--- src/hw/rtl/rze_pkg.sv ---
// Package of the ZYZ Euler unit: widths, constants, angle table and case codes.
// No dependencies.
package rze_pkg;
    localparam int INPUT_FRAC_BITS   = 14;
    localparam int ANGLE_FRAC_BITS   = 13;
    localparam int CORDIC_ITERATIONS = 16;
    localparam int IN_W    = 16;
    localparam int ANG_W   = 16;
    localparam int BETA_W  = 15;
    localparam int CODE_W  = 2;
    localparam int INT_FRAC = 30;
    localparam int CW      = 34;
    localparam int ZW      = 34;
    localparam logic signed [ZW-1:0] PI_Q30      = 34'sd3373259426;
    localparam logic signed [ZW-1:0] HALF_PI_Q30 = 34'sd1686629713;

    typedef enum logic [CODE_W-1:0] {
        CASE_GENERAL = 2'd0,
        CASE_NEG_ONE = 2'd1,
        CASE_POS_ONE = 2'd2
    } t_case;

    function automatic logic signed [ZW-1:0] atan_q30(input int idx);
        logic signed [ZW-1:0] v;
        case (idx)
            0: v = 34'sd843314856;  1: v = 34'sd497837829;
            2: v = 34'sd263043836;  3: v = 34'sd133525158;
            4: v = 34'sd67021686;   5: v = 34'sd33543515;
            6: v = 34'sd16775850;   7: v = 34'sd8388437;
            8: v = 34'sd4194282;    9: v = 34'sd2097149;
            10: v = 34'sd1048575;   11: v = 34'sd524287;
            12: v = 34'sd262143;    13: v = 34'sd131071;
            14: v = 34'sd65535;     15: v = 34'sd32767;
            16: v = 34'sd16383;     17: v = 34'sd8191;
            18: v = 34'sd4095;      19: v = 34'sd2047;
            20: v = 34'sd1023;      21: v = 34'sd511;
            22: v = 34'sd255;       23: v = 34'sd127;
            24: v = 34'sd63;        25: v = 34'sd31;
            26: v = 34'sd15;        27: v = 34'sd8;
            28: v = 34'sd4;         29: v = 34'sd2;
            30: v = 34'sd1;
            default: v = '0;
        endcase
        return v;
    endfunction
endpackage

--- src/hw/rtl/rze_sqrt.sv ---
// Pipelined integer square root of a Q(2F) value, one result bit per stage.
// Depends on rze_pkg.
module rze_sqrt #(
    parameter int IW = 2 * rze_pkg::INPUT_FRAC_BITS + 2,
    parameter int RW = rze_pkg::INPUT_FRAC_BITS + 1
) (
    input  logic          i_clk,
    input  logic          i_en,
    input  logic [IW-1:0] i_val,
    output logic [RW-1:0] o_root
);
    localparam int MW = RW + 2;

    logic [IW-1:0] r_val  [RW-1];
    logic [RW-1:0] r_rem  [RW-1];
    logic [RW-1:0] r_root [RW];

    for (genvar k = 0; k < RW; k++) begin : g_bit
        localparam int P = 2 * (RW - 1 - k);
        logic [IW-1:0] n_val_in;
        logic [RW-1:0] n_rem_in;
        logic [RW-1:0] n_root_in;
        logic [MW-1:0] n_acc;
        logic [MW-1:0] n_trial;
        logic          n_fit;
        if (k == 0) begin : g_first
            assign n_val_in  = i_val;
            assign n_rem_in  = '0;
            assign n_root_in = '0;
        end else begin : g_next
            assign n_val_in  = r_val[k-1];
            assign n_rem_in  = r_rem[k-1];
            assign n_root_in = r_root[k-1];
        end
        always_comb begin
            n_acc   = {n_rem_in, n_val_in[P+1 -: 2]};
            n_trial = {n_root_in, 2'b01};
            n_fit   = n_acc >= n_trial;
        end
        always_ff @(posedge i_clk) begin
            if (i_en) begin
                r_root[k] <= {n_root_in[RW-2:0], n_fit};
            end
        end
        if (k < RW - 1) begin : g_carry
            always_ff @(posedge i_clk) begin
                if (i_en) begin
                    r_val[k] <= n_val_in;
                    r_rem[k] <= n_fit ? RW'(n_acc - n_trial) : RW'(n_acc);
                end
            end
        end
    end

    assign o_root = r_root[RW-1];
endmodule

--- config.mk ---
export PLATFORM = sky130hd
export DESIGN_NAME = rze_sqrt
export DESIGN_NICKNAME = d
export VERILOG_FILES = /design/src/hw/rtl/rze_pkg.sv /design/src/hw/rtl/rze_sqrt.sv
export SDC_FILE = /design/constraint.sdc
export NUM_CORES = 1
export LEC_CHECK = 0
export BUFFER_PORTS_ARGS = -buffer_cell sky130_fd_sc_hd__buf_2
export CAP_MARGIN = 40
export CORE_ASPECT_RATIO = 0.5
export CORE_MARGIN = 2
export CORE_UTILIZATION = 45
export CTS_CLUSTER_DIAMETER = 120
export DETAILED_ROUTE_END_ITERATION = 6
export PLACE_DENSITY = 0.74
export SETUP_SLACK_MARGIN = 0.4
export SLEW_MARGIN = 0
export SYNTH_ARGS = -nofsm -noshare
export SYNTH_HDL_FRONTEND = slang
export SYNTH_SLANG_ARGS = --single-unit
--- constraint.sdc ---
create_clock -name i_clk -period 2.7 [get_ports i_clk]
set_input_delay 0 -clock i_clk [delete_from_list [all_inputs] [get_ports i_clk]]
set_output_delay 0 -clock i_clk [all_outputs]
set_load 0.005 [all_outputs]
**Word level (Yosys, flattened, before mapping)**

Memories as Yosys holds them, arrays and structs flattened.
Index checks and enable logic that the tools add are counted.

- RAM bits: 855
- Memories kept: 3
- Input bits: 32
- Output and inout bits: 15
- Register bits after elaboration: 0

- Mux-type cells: 16
- $lt $le $gt $ge: 15
- Add/subtract/negate cells: 14

Memory list:

| name | depth | bits a word | rd ports | clocked after Yosys merged registers in | write ports | RTL line | source |
|---|---|---|---|---|---|---|---|
| r_val | 14 | 30 | 14 | 0 | 14 | rze_sqrt.sv:14 | `logic [IW-1:0] r_val [RW-1];` |
| r_root | 15 | 15 | 15 | 0 | 15 | rze_sqrt.sv:16 | `logic [RW-1:0] r_root [RW];` |
| r_rem | 14 | 15 | 14 | 0 | 14 | rze_sqrt.sv:15 | `logic [RW-1:0] r_rem [RW-1];` |

Operator list:

| cell | count |
|---|---|
| >= comparator 17 bit | 14 |
| 2-to-1 mux 15 bit | 14 |
| subtractor 15 bit | 13 |
| subtractor 2 x 1 -> 3 bit, second input constant | 1 |
| >= comparator 2 x 1 -> 1 bit, second input constant | 1 |
| 2-to-1 mux 1 bit | 2 |

**Longest topological paths before layout**

Gate-level depths: netlist of the first run.
An unclocked memory read counts as a cell.

- Depth in word-level cells: 3
- Depth in mapped cells: 10
- Gate-level depth less buffers: 8

**Least setup slack after synthesis of the first run**

Ideal clock, no wire load.

- Kind: register to register
- Start: memory r_rem[1][64] in the netlist's numbering
- End: memory r_rem[1][82] in the netlist's numbering, data pin
- Setup slack: 8 ps
- Cell stages (with the launch flop): 10
- Arrival time: 2431 ps
- Clock period less this slack: 2692 ps
- Cell sequence: edfxtp_1 -> ha_1 -> a2111oi_0 -> o21ai_1 -> a221oi_2 -> o211ai_2 -> a31o_1 -> buf_6 -> buf_12 -> mux2_4

RTL lines:

| item | RTL line |
|---|---|
| start, declared | rze_sqrt.sv:15 |

==> out/metrics.yaml, run 1 <==
finish:
  synthToLayoutAreaGrowth_pct: 25.5
  post-route-util_pct: 56.8
  mostFrequentLayoutCells: "edfxtp_1 (525), inv_1 (147), buf_4 (116), nor2_1 (88), ha_1 (80)"
  final_cell_area_um2: 30400
  drive_above_1_share_pct: 27.1
  multi_input_area_um2: 9500
  num-fill-cells: 4003
  nets: 2208
  seq_area_um2: 15800
  final-instance-count-excl-fill: 2790
  final_common_cell: "edfxtp_1"
  n_antenna_cell: 0
worst_setup_path:
  path_cells: "inv_2 > ha_4 > a2111oi_4 > o21ai_1 > a221oi_2 > buf_4 > o211ai_2 > a31o_1 > buf_12 > mux2_4"
  cp-start-kind: "register"
  slowest_stage: "edfxtp_1"
  crit_fanout: 14
  critPathKind: "register to register"
  cp_slowest_stage_delay_ps: 400
  worstSetupEndpointType: "register"
  required_ps: 3010
  worstPathArrival_ps: 2940
grt:
  grt_first_pass_wirelength_mm: 67.9
  antenna_found_initial: 0
  grt_pass1_vias: 14421
  grt_start_max_net_pins: 104
  track_usage_pct: 14.6
  gr-total-overflow: 0
power_and_ir_drop:
  p_sw_mw: 5.75
  clockPowerShare_pct: 31.3
  vdd_drop_max_v: 0.000488
  power_density_nw_per_um2: 734
  p_sw_share_pct: 25.8
  p_seq_share_pct: 47.8
  p_leak_nw: 11.5
  internal_power_mw: 16.5
  power_frac_comb_pct: 20.9
placed_design:
  dpl.hpwl_mm: 27.1
  place_congestion: 0.836
  place_area_um2: 25900
  dp.cells: 2564
  post-place-ws_ps: 88.3
  portBuffers: 46
min_path:
  hold_class: "input port to register"
synth:
  synth_seq_area_share_pct: 65.1
  synth_simple_gate_area_share_pct: 8.82
  synth_adder_area_share_pct: 6.93
  synth-async-reset-ratio_pct: 0
  synthXorXnorAreaFrac_pct: 4.70
  yosysWarnings: 0
  synthDistinctLibCells: 77
  syn_nets: 1947
  synth_compound_area_share_pct: 9.36
  synth_top_family_by_area: "compound AO/OA/AOI/OAI gates"
  synthMuxAreaShare_pct: 2.06
  synthCells: 1781
  synth.cell_area_um2: 24200
  synth_edf_count: 525
  syn_area_per_cell_um2: 13.6
  yosys_most_used_dff: "edfxtp_1"
  synth_seq_cells: 525
floorplanning:
  die_w_um: 332
  start_util_pct: 45.3
  row_count: 60
  io_pins: 47
  design.core.area_um2: 53500
  die-height_um: 168
  die_area_um2: 55800
sta:
  rsz0062_at_grt: "true"
  setup_viol: 0
  finClkSkew_ps: 20.0
  final_max_slew_viol_count: 0
  fin_crit_sh_pct: 97.4
  finalCriticalPeriod_ps: 2630
  relSlewSlack_pct: 59.5
  clock.fmax_mhz: 380
  finalHoldViolCount: 0
  setup_ws_ps: 69.0
  worst_pin_slew_ps: 593
job:
  maxCapViolCount: 0
clock_network:
  cts_tree: "done"
  cts_sinks: 525
  clock_latency_ps: 580
  root_buffer: "clkbuf_16"
  clockBufferDepth: 3
  numCtsBuffers: 46
  path_clk_slew_ps: 70
  htree_levels: 2
routing:
  vias_per_cell: 5.32
  via_count: 14831
  final_antenna_net_count: 0
  drc: 0
  totalWireLength_mm: 45.6
  drt-initial-drc-count: 1218
  first_pass_iters: 7
  routedWlPerCell_um: 16.4
status:
  status: "complete, no violations"
synthesized netlist by cell type (11+ instances only):
cell type / n / area [µm²]
o21a_1: 28 / 210
a211oi_1: 20 / 150
nand2b_1: 25 / 156
or4_1: 13 / 97.6
o31ai_1: 11 / 82.6
buf_2: 11 / 55.1
inv_1: 158 / 593
a21o_1: 27 / 203
or3_1: 12 / 75.1
or2_2: 13 / 81.3
edfxtp_1: 525 / 15800
ha_1: 134 / 1680
nand3_1: 18 / 90.1
mux2_2: 26 / 293
nand4_1: 22 / 138
nor2_1: 105 / 394
xnor2_1: 77 / 674
o21ai_0: 93 / 465
nor4_1: 16 / 100
a21oi_1: 82 / 410
nand2_1: 80 / 300
clkbuf_1: 12 / 45.0
xor2_1: 53 / 464
nor3_1: 53 / 265
nor2b_1: 19 / 119
power groups by stage:
| stage | registers (mW) | clock network, mW | logic, mW |
|---|---|---|---|
| global placement | 10.7 | 0 | 3.51 |
| CTS | 10.6 | 7.15 | 3.95 |
| floorplan | 10.6 | 0 | 2.73 |
| finish | 10.6 | 6.98 | 4.66 |
| detailed placement | 10.8 | 0 | 3.61 |
| global route | 10.7 | 7.48 | 5.07 |
timing repair:
item                                    4_1_cts  5_1_grt
hold buffers                                 32        0
endpoints found under the setup margin      143      146
cloned                                        4        5
gates resized for setup                      99      248
pin swaps                                    30       79
setup buffers                                44       58
endpoints found under the hold margin        73        0
layer usage:
metal / up-vias / track usage [%] / part of all wire, %
met3: 110 / 2.90 / 4.0
li1: 7181 / - / -
met1: 7203 / 17.1 / 41
met4: 0 / 5.26 / 2.9
met2: 337 / 26.9 / 52
met5: - / 0 / 0
critical path, delay by kind of cell (launching register included):
family          cells  cell delay, ps
mux                 1             290
buf+inv             3             410
fa+ha+maj           1             230
flops               1             400
compound gates      5            1020
cells by family after synthesis:
family	after synthesis
flops	525
simple gates	417
compound gates	348
buf+inv	183
fa+ha+maj	134
xor+xnor	130
mux	43
other cells	1
stage by stage:
stage	power [mW]	setup TNS, ps	hold slack, ps
after floorplan	13.3	0	98.9
after global placement	14.2	0	176
after detailed placement	14.4	0	178
after CTS	21.7	0	104
after global routing	23.3	-145	104
final	22.3	0	127
path summary, 6_finish.rpt:
check,slack [ps],start,endpoint,depth (start not counted)
worst max-delay path,70,r_root[12][4],r_rem[1][86],10
worst min register to register,410,r_val[0][159],r_val[0][189],0
worst max register to register,70,r_root[12][4],r_rem[1][86],10
worst min-delay path,130,i_val[13],r_val[0][13],2
final cells by class:
type                       instances  share of cell area, %
timing repair buffer             235                   6.72
multi-input combinational       1076                   31.3
clock buffer                      57                   4.00
clock inverter                    26                   1.22
inverter                         158                   1.95
tap                              713                   2.94
sequential                       525                   51.9
flip-flops by register name (all words and copies together), names as in the netlist:
register and count:
r_val 210, r_rem 195, r_root 120
Power figures use the tool's default switching activity.
==> inputs of run 2 (changes only) <==
--- a/config.mk
+++ b/config.mk
@@ -9,10 +9,10 @@
 export CAP_MARGIN = 40
 export CORE_ASPECT_RATIO = 0.5
 export CORE_MARGIN = 2
-export CORE_UTILIZATION = 45
+export CORE_UTILIZATION = 57
 export CTS_CLUSTER_DIAMETER = 120
 export DETAILED_ROUTE_END_ITERATION = 6
-export PLACE_DENSITY = 0.74
+export PLACE_DENSITY = 0.87
 export SETUP_SLACK_MARGIN = 0.4
 export SLEW_MARGIN = 0
 export SYNTH_ARGS = -nofsm -noshare
==> run 2 against run 1 <==
Effect of this change: global-route usage grew 6.5 points; total power shrank 0.64%; combinational power increased by 1%; critical path depth stayed put; wire length rose by 22%; first-iteration DRC count grew 26%; register-to-register slack worse by 30 ps; non-clock buffer count fell by 5; clock skew rose by 8.7 ps; final area shrank 1.5%; core utilization rose by 15 points; worst hold slack lost 12 ps; highest routed layer unchanged.
==> out/metrics.yaml, run 2 (synthesis results as in run 1) <==
status:
  status: "complete, no violations"  # unchanged
routing:
  drc: 0  # unchanged
  totalWireLength_mm: 55.6  # was 45.6 mm
  first_pass_iters: 6  # was 7
  vias_per_cell: 6.03  # was 5.32
  via_count: 15967  # was 14831
  final_antenna_net_count: 0  # unchanged
  drt-initial-drc-count: 1539  # was 1218
  routedWlPerCell_um: 21.0  # was 16.4 µm
clock_network:
  clock_latency_ps: 590  # was 580 ps
  numCtsBuffers: 45  # was 46
  cts_sinks: 525  # unchanged
  path_clk_slew_ps: 80  # was 70 ps
  clockBufferDepth: 3  # unchanged
  cts_tree: "done"  # unchanged
  htree_levels: 2  # unchanged
  root_buffer: "clkbuf_16"  # unchanged
sta:
  finalCriticalPeriod_ps: 2660  # was 2630 ps
  clock.fmax_mhz: 376  # was 380 MHz
  setup_viol: 0  # unchanged
  finClkSkew_ps: 28.7  # was 20.0 ps
  relSlewSlack_pct: 58.8  # was 59.5%
  final.setup.tns_ps: 0  # unchanged
  final_max_slew_viol_count: 0  # unchanged
  fin_crit_sh_pct: 98.4  # was 97.4%
  finalHoldViolCount: 0  # unchanged
  worst_pin_slew_ps: 613  # was 593 ps
  rsz0062_at_grt: "true"  # unchanged
grt:
  track_usage_pct: 21.1  # was 14.6%
  grt_first_pass_wirelength_mm: 74.5  # was 67.9 mm
  grt_start_max_net_pins: 86  # was 104
  antenna_found_initial: 0  # unchanged
  gr-total-overflow: 0  # unchanged
  grt_pass1_vias: 15288  # was 14421
power_and_ir_drop:
  p_sw_mw: 6.08  # was 5.75 mW
  p_sw_share_pct: 27.4  # was 25.8%
  internal_power_mw: 16.1  # was 16.5 mW
  power_density_nw_per_um2: 741  # was 734 nW/µm²
  p_seq_share_pct: 48.3  # was 47.8%
  p_leak_nw: 11.3  # was 11.5 nW
  clockPowerShare_pct: 30.4  # was 31.3%
  power_frac_comb_pct: 21.3  # was 20.9%
  vdd_drop_max_v: 0.000528  # was 0.000488 V
placed_design:
  dpl.hpwl_mm: 27.6  # was 27.1 mm
  portBuffers: 46  # unchanged
  place_congestion: 0.907  # was 0.836
min_path:
  hold_class: "input port to register"  # unchanged
  holdPathStages: 2  # unchanged
  min_to: "r_val[0][5]"  # was r_val[0][13]
  min_from: "i_val[5]"  # was i_val[13]
worst_setup_path:
  worstPathArrival_ps: 2970  # was 2940 ps
  r2r_slack_ps: 40  # was 70 ps
  crit_fanout: 5  # was 14
  worstSetupEndpointType: "register"  # unchanged
  timing.rr.start: "r_root[9][1]"  # was r_root[12][4]
  required_ps: 3010  # about the same
  rr_worst_depth: 10  # unchanged
  regToRegEndpoint: "r_rem[1][44]"  # was r_rem[1][86]
  cp-start-kind: "register"  # unchanged
  critPathKind: "register to register"  # unchanged
finish:
  largest_reg_flops: 210  # unchanged
  largestRegisters: "r_val x210, r_rem x195, r_root x120"  # unchanged
  num-fill-cells: 2407  # was 4003
  synthToLayoutAreaGrowth_pct: 23.5  # was 25.5%
  drive_above_1_share_pct: 26.4  # was 27.1%
  nets: 2202  # was 2208
  multi_input_area_um2: 9360  # was 9500 µm²
  largest_register: "r_val"  # unchanged
  seq_area_um2: 15800  # unchanged
  final_common_cell: "edfxtp_1"  # unchanged
  post-route-util_pct: 71.4  # was 56.8%
  n_antenna_cell: 0  # unchanged
  mostFrequentLayoutCells: "edfxtp_1 (525), inv_1 (147), buf_4 (113), nor2_1 (89), ha_1 (80)"  # was edfxtp_1 (525), inv_1 (147), buf_4 (116), nor2_1 (88), ha_1 (80)
floorplanning:
  design.core.area_um2: 41900  # was 53500 µm²
  start_util_pct: 57.8  # was 45.3%
  die-height_um: 150  # was 168 µm
  io_pins: 47  # unchanged
  die_area_um2: 44200  # was 55800 µm²
  die_w_um: 295  # was 332 µm
  row_count: 53  # was 60
job:
  maxCapViolCount: 0  # unchanged
-- run 2: how the worst max path moves through the flow --
stage	startpoint	end	slack (ps)	cells past startpoint
finish	r_root[9][1]	r_rem[1][44]	40	10
global route	r_root[9][1]	r_rem[1][44]	10	10
CTS	r_root[12][4]	r_rem[1][85]	140	10
detailed placement	r_rem[1][60]	r_rem[1][87]	20	8
global placement	r_rem[1][60]	r_rem[1][87]	70	8
floorplan	r_root[12][4]	r_rem[1][82]	170	10
-- run 2: per-layer routing --
layer | vias to the layer above | part of all wire [%] | global-route usage (%)
met5 | - | 0 | 0
met4 | 0 | 5.9 | 8.81
met3 | 282 | 5.8 | 3.43
met2 | 818 | 53 | 40.7
met1 | 7689 | 35 | 23.2
li1 | 7178 | - | -
-- run 2: layout make-up --
cell class / count / share of cell area (%)
Multi-Input combinational cell: 1076 / 31.3
Timing Repair Buffer: 230 / 6.64
Tap cell: 577 / 2.41
Sequential cell: 525 / 52.7
Clock buffer: 50 / 3.83
Inverter: 158 / 1.98
Clock inverter: 33 / 1.13
-- run 2: what timing repair did --
| item | 4_1_cts | 5_1_grt |
|---|---|---|
| hold buffers | 32 | 0 |
| cloned | 4 | 5 |
| endpoints found under the hold margin | 81 | 0 |
| endpoints found under the setup margin | 144 | 164 |
| buffers inserted | 44 | 60 |
| pin swaps | 44 | 86 |
| gates resized for setup | 110 | 205 |
-- run 2: worst max-delay path: stages, from the launching register on --
cell and delay, ps:
edfxtp_1 400, inv_1 110, ha_4 310, nand4_1 280, or2_4 350, a21oi_4 170
nor4_4 60, buf_6 140, buf_4 140, a2111oi_4 310, xor2_1 120
-- run 2: metrics by stage --
| step | std cells | instance area (µm²) | hold WS [ps] | worst slack, ps | power [mW] |
|---|---|---|---|---|---|
| floorplan | 1781 | 24400 | 98.9 | 170 | 13.3 |
| global placement | 2421 | 25700 | 177 | 68.6 | 14.1 |
| detailed placement | 2421 | 25700 | 178 | 22.7 | 14.3 |
| CTS | 2584 | 28400 | 113 | 138 | 21.3 |
| global route | 2649 | 29900 | 119 | 12.3 | 22.9 |
| finish | 2649 | 29900 | 115 | 42.3 | 22.1 |
-- run 2: power by group through the flow --
stage | Clock (mW) | Combinational (mW) | Sequential [mW]
after detailed placement | 0 | 3.58 | 10.8
after floorplan | 0 | 2.73 | 10.6
after global routing | 7.08 | 5.07 | 10.8
final | 6.73 | 4.72 | 10.7
after global placement | 0 | 3.44 | 10.7
after CTS | 6.68 | 3.99 | 10.6
==> inputs of run 3 (changes only) <==
--- a/config.mk
+++ b/config.mk
@@ -9,10 +9,11 @@
 export CAP_MARGIN = 40
 export CORE_ASPECT_RATIO = 0.5
 export CORE_MARGIN = 2
-export CORE_UTILIZATION = 57
+export CORE_UTILIZATION = 66
 export CTS_CLUSTER_DIAMETER = 120
+export CTS_CLUSTER_SIZE = 12
 export DETAILED_ROUTE_END_ITERATION = 6
-export PLACE_DENSITY = 0.87
+export PLACE_DENSITY_LB_ADDON = 0.2
 export SETUP_SLACK_MARGIN = 0.4
 export SLEW_MARGIN = 0
 export SYNTH_ARGS = -nofsm -noshare
==> constraint.sdc (replaced) <==
create_clock -name i_clk -period 3.3 [get_ports i_clk]
set_input_delay 0 -clock i_clk [delete_from_list [all_inputs] [get_ports i_clk]]
set_output_delay 0 -clock i_clk [all_outputs]
set_load 0.005 [all_outputs]
==> run 3 against run 2 <==
Effect of this change: the flow now finishes with violations (negative hold slack); flip-flop and latch count unchanged; largest power group unchanged; wire length down 22%; sequential power down 19%; critical endpoint is now r_rem[0][42]; first-iteration DRC count down 28%.
==> out/metrics.yaml, run 3 (synthesis results as in run 1) <==
floorplanning:
  die-height_um: 139  # was 150 µm
  row_count: 49  # was 53
  io_pins: 47  # unchanged
  die_w_um: 275  # was 295 µm
  start_util_pct: 67.1  # was 57.8%
  design.core.area_um2: 36000  # was 41900 µm²
  die_area_um2: 38300  # was 44200 µm²
power_and_ir_drop:
  internal_power_mw: 12.3  # was 16.1 mW
  power_mw: 16.5  # was 22.1 mW
  p_leak_nw: 10.3  # was 11.3 nW
  power_density_nw_per_um2: 615  # was 741 nW/µm²
  clockPowerShare_pct: 29.6  # was 30.4%
  p_seq_share_pct: 52.5  # was 48.3%
  p_sw_share_pct: 25.6  # was 27.4%
  power_frac_comb_pct: 17.8  # was 21.3%
  vdd_drop_max_v: 0.000540  # was 0.000528 V
  p_sw_mw: 4.23  # was 6.08 mW
grt:
  grt_first_pass_wirelength_mm: 69.7  # was 74.5 mm
  grt_use_met1_pct: 24.3  # was 23.2%
  antenna_found_initial: 0  # unchanged
  gr-usage-met3_pct: 3.52  # was 3.43%
  gr-total-overflow: 0  # unchanged
  track_usage_pct: 22.8  # was 21.1%
  grt_pass1_vias: 14533  # was 15288
  top_usage_layer: "met2"  # unchanged
  grt_start_max_net_pins: 117  # was 86
  use_met2_pct: 45.2  # was 40.7%
sta:
  relSlewSlack_pct: 38.7  # was 58.8%
  fin_crit_sh_pct: 86.5  # was 98.4%
  final.setup.tns_ps: 0  # unchanged
  clock.fmax_mhz: 350  # was 376 MHz
  hold_ws_ps: -28.8  # was 115 ps
  finalHoldViolCount: 22  # was 0
  finClkSkew_ps: 29.5  # was 28.7 ps
  finalCriticalPeriod_ps: 2850  # was 2660 ps
  worst_pin_slew_ps: 920  # was 613 ps
  setup_viol: 0  # unchanged
  rsz0062_at_grt: "false"  # was true
  final_max_slew_viol_count: 0  # unchanged
finish:
  synthToLayoutAreaGrowth_pct: 10.8  # was 23.5%
  final_common_cell: "edfxtp_1"  # unchanged
  largest_reg_flops: 210  # unchanged
  largestRegisters: "r_val x210, r_rem x195, r_root x120"  # unchanged
  nets: 2076  # was 2202
  n_antenna_cell: 0  # unchanged
  mostFrequentLayoutCells: "edfxtp_1 (525), inv_1 (158), ha_1 (132), nor2_1 (105), o21ai_0 (93)"  # was edfxtp_1 (525), inv_1 (147), buf_4 (113), nor2_1 (89), ha_1 (80)
  largest_register: "r_val"  # unchanged
  drive_above_1_share_pct: 10.3  # was 26.4%
min_path:
  min_from: "i_en"  # was i_val[5]
  hold_class: "input port to register"  # unchanged
worst_setup_path:
  crit_fanout: 10  # was 5
  r2r_slack_ps: 450  # was 40 ps
  timing.rr.start: "r_rem[0][15]"  # was r_root[9][1]
  crit_path_end: "r_rem[0][42]"  # was r_rem[1][44]
  rr_worst_depth: 6  # was 10
  regToRegEndpoint: "r_rem[0][42]"  # was r_rem[1][44]
  critPathKind: "register to register"  # unchanged
  startpoint: "r_rem[0][15]"  # was r_root[9][1]
  worstSetupEndpointType: "register"  # unchanged
  cp-start-kind: "register"  # unchanged
  required_ps: 3640  # was 3010 ps
  worstPathArrival_ps: 3190  # was 2970 ps
clock_network:
  path_clk_slew_ps: 60  # was 80 ps
  numCtsBuffers: 49  # was 45
  root_buffer: "clkbuf_16"  # unchanged
  cts_tree: "done"  # unchanged
  clockBufferDepth: 3  # unchanged
  clock_latency_ps: 580  # was 590 ps
  cts_sinks: 525  # unchanged
  htree_levels: 2  # unchanged
routing:
  drt-initial-drc-count: 1102  # was 1539
  totalWireLength_mm: 43.4  # was 55.6 mm
  vias_per_cell: 5.96  # was 6.03
  routedWlPerCell_um: 18.1  # was 21.0 µm
  first_pass_iters: 6  # unchanged
  via_count: 14280  # was 15967
  drc: 0  # unchanged
  final_antenna_net_count: 0  # unchanged
placed_design:
  dpl.hpwl_mm: 29.1  # was 27.6 mm
  place_congestion: 0.940  # was 0.907
  portBuffers: 46  # unchanged
status:
  failed_checks: "negative hold slack"
  status: "finished, violations left"  # was complete, no violations
job:
  maxCapViolCount: 0  # unchanged
## run 3: power by group through the flow
stage,clock network [mW],logic (mW),registers [mW]
2_1_floorplan,0,2.16,8.65
3_3_place_gp,0,2.71,8.75
3_5_place_dp,0,2.82,8.79
4_1_cts,5.00,2.90,8.66
5_1_grt,5.23,3.25,8.73
6_report,4.89,2.94,8.67
## run 3: per-layer routing
layer  wire length (µm)  vias to the layer above
li1                   -                     6873
met1              16000                     6886
met2              24200                      404
met3               1700                      117
met4               1420                        0
met5                  0                        -
## run 3: worst min path at each step
stage / end / slack [ps] / cells past startpoint
2_1_floorplan: r_val[0][0] / 100 / 0
6_report: r_val[0][17] / -30 / 1
5_1_grt: r_val[0][17] / 20 / 1
3_5_place_dp: r_val[0][3] / 180 / 1
4_1_cts: r_val[0][17] / 0.5 / 1
3_3_place_gp: r_val[0][0] / 180 / 1
## run 3: timing repair
item / 4_1_cts / 5_1_grt
resized for setup: 1 / 9
buffers inserted: 2 / 0
pin swaps: 1 / 1
endpoints found under the hold margin: 31 / 0
hold buffers: 31 / 0
setup endpoints to repair: 15 / 31
## run 3: layout make-up
cell class / instances / area, µm²
well taps: 484 / 606
fillers: 2168 / 9220
clock inverters: 4 / 67.6
clock buffers: 49 / 1230
inverters: 158 / 593
multi-input cells: 1073 / 7760
repair buffers: 103 / 816
flip-flops and latches: 525 / 15800
## run 3: critical path, stage by stage (launching register included)
cell and delay (ps):
edfxtp_1 460, ha_1 420, o21a_1 170, o21a_1 230, or4_1 700, and3b_1 350, a41o_1 270
## run 3: through the flow
| step | util, % | cell area, µm² | cells | setup slack, ps |
|---|---|---|---|---|
| finish | 74.4 | 26800 | 2396 | 446 |
| global route | 74.4 | 26800 | 2396 | 411 |
| CTS | 74.3 | 26800 | 2396 | 414 |
| detailed placement | 69.8 | 25200 | 2310 | 345 |
| global placement | 69.8 | 25200 | 2310 | 410 |
| floorplan | - | 24200 | 1781 | 608 |
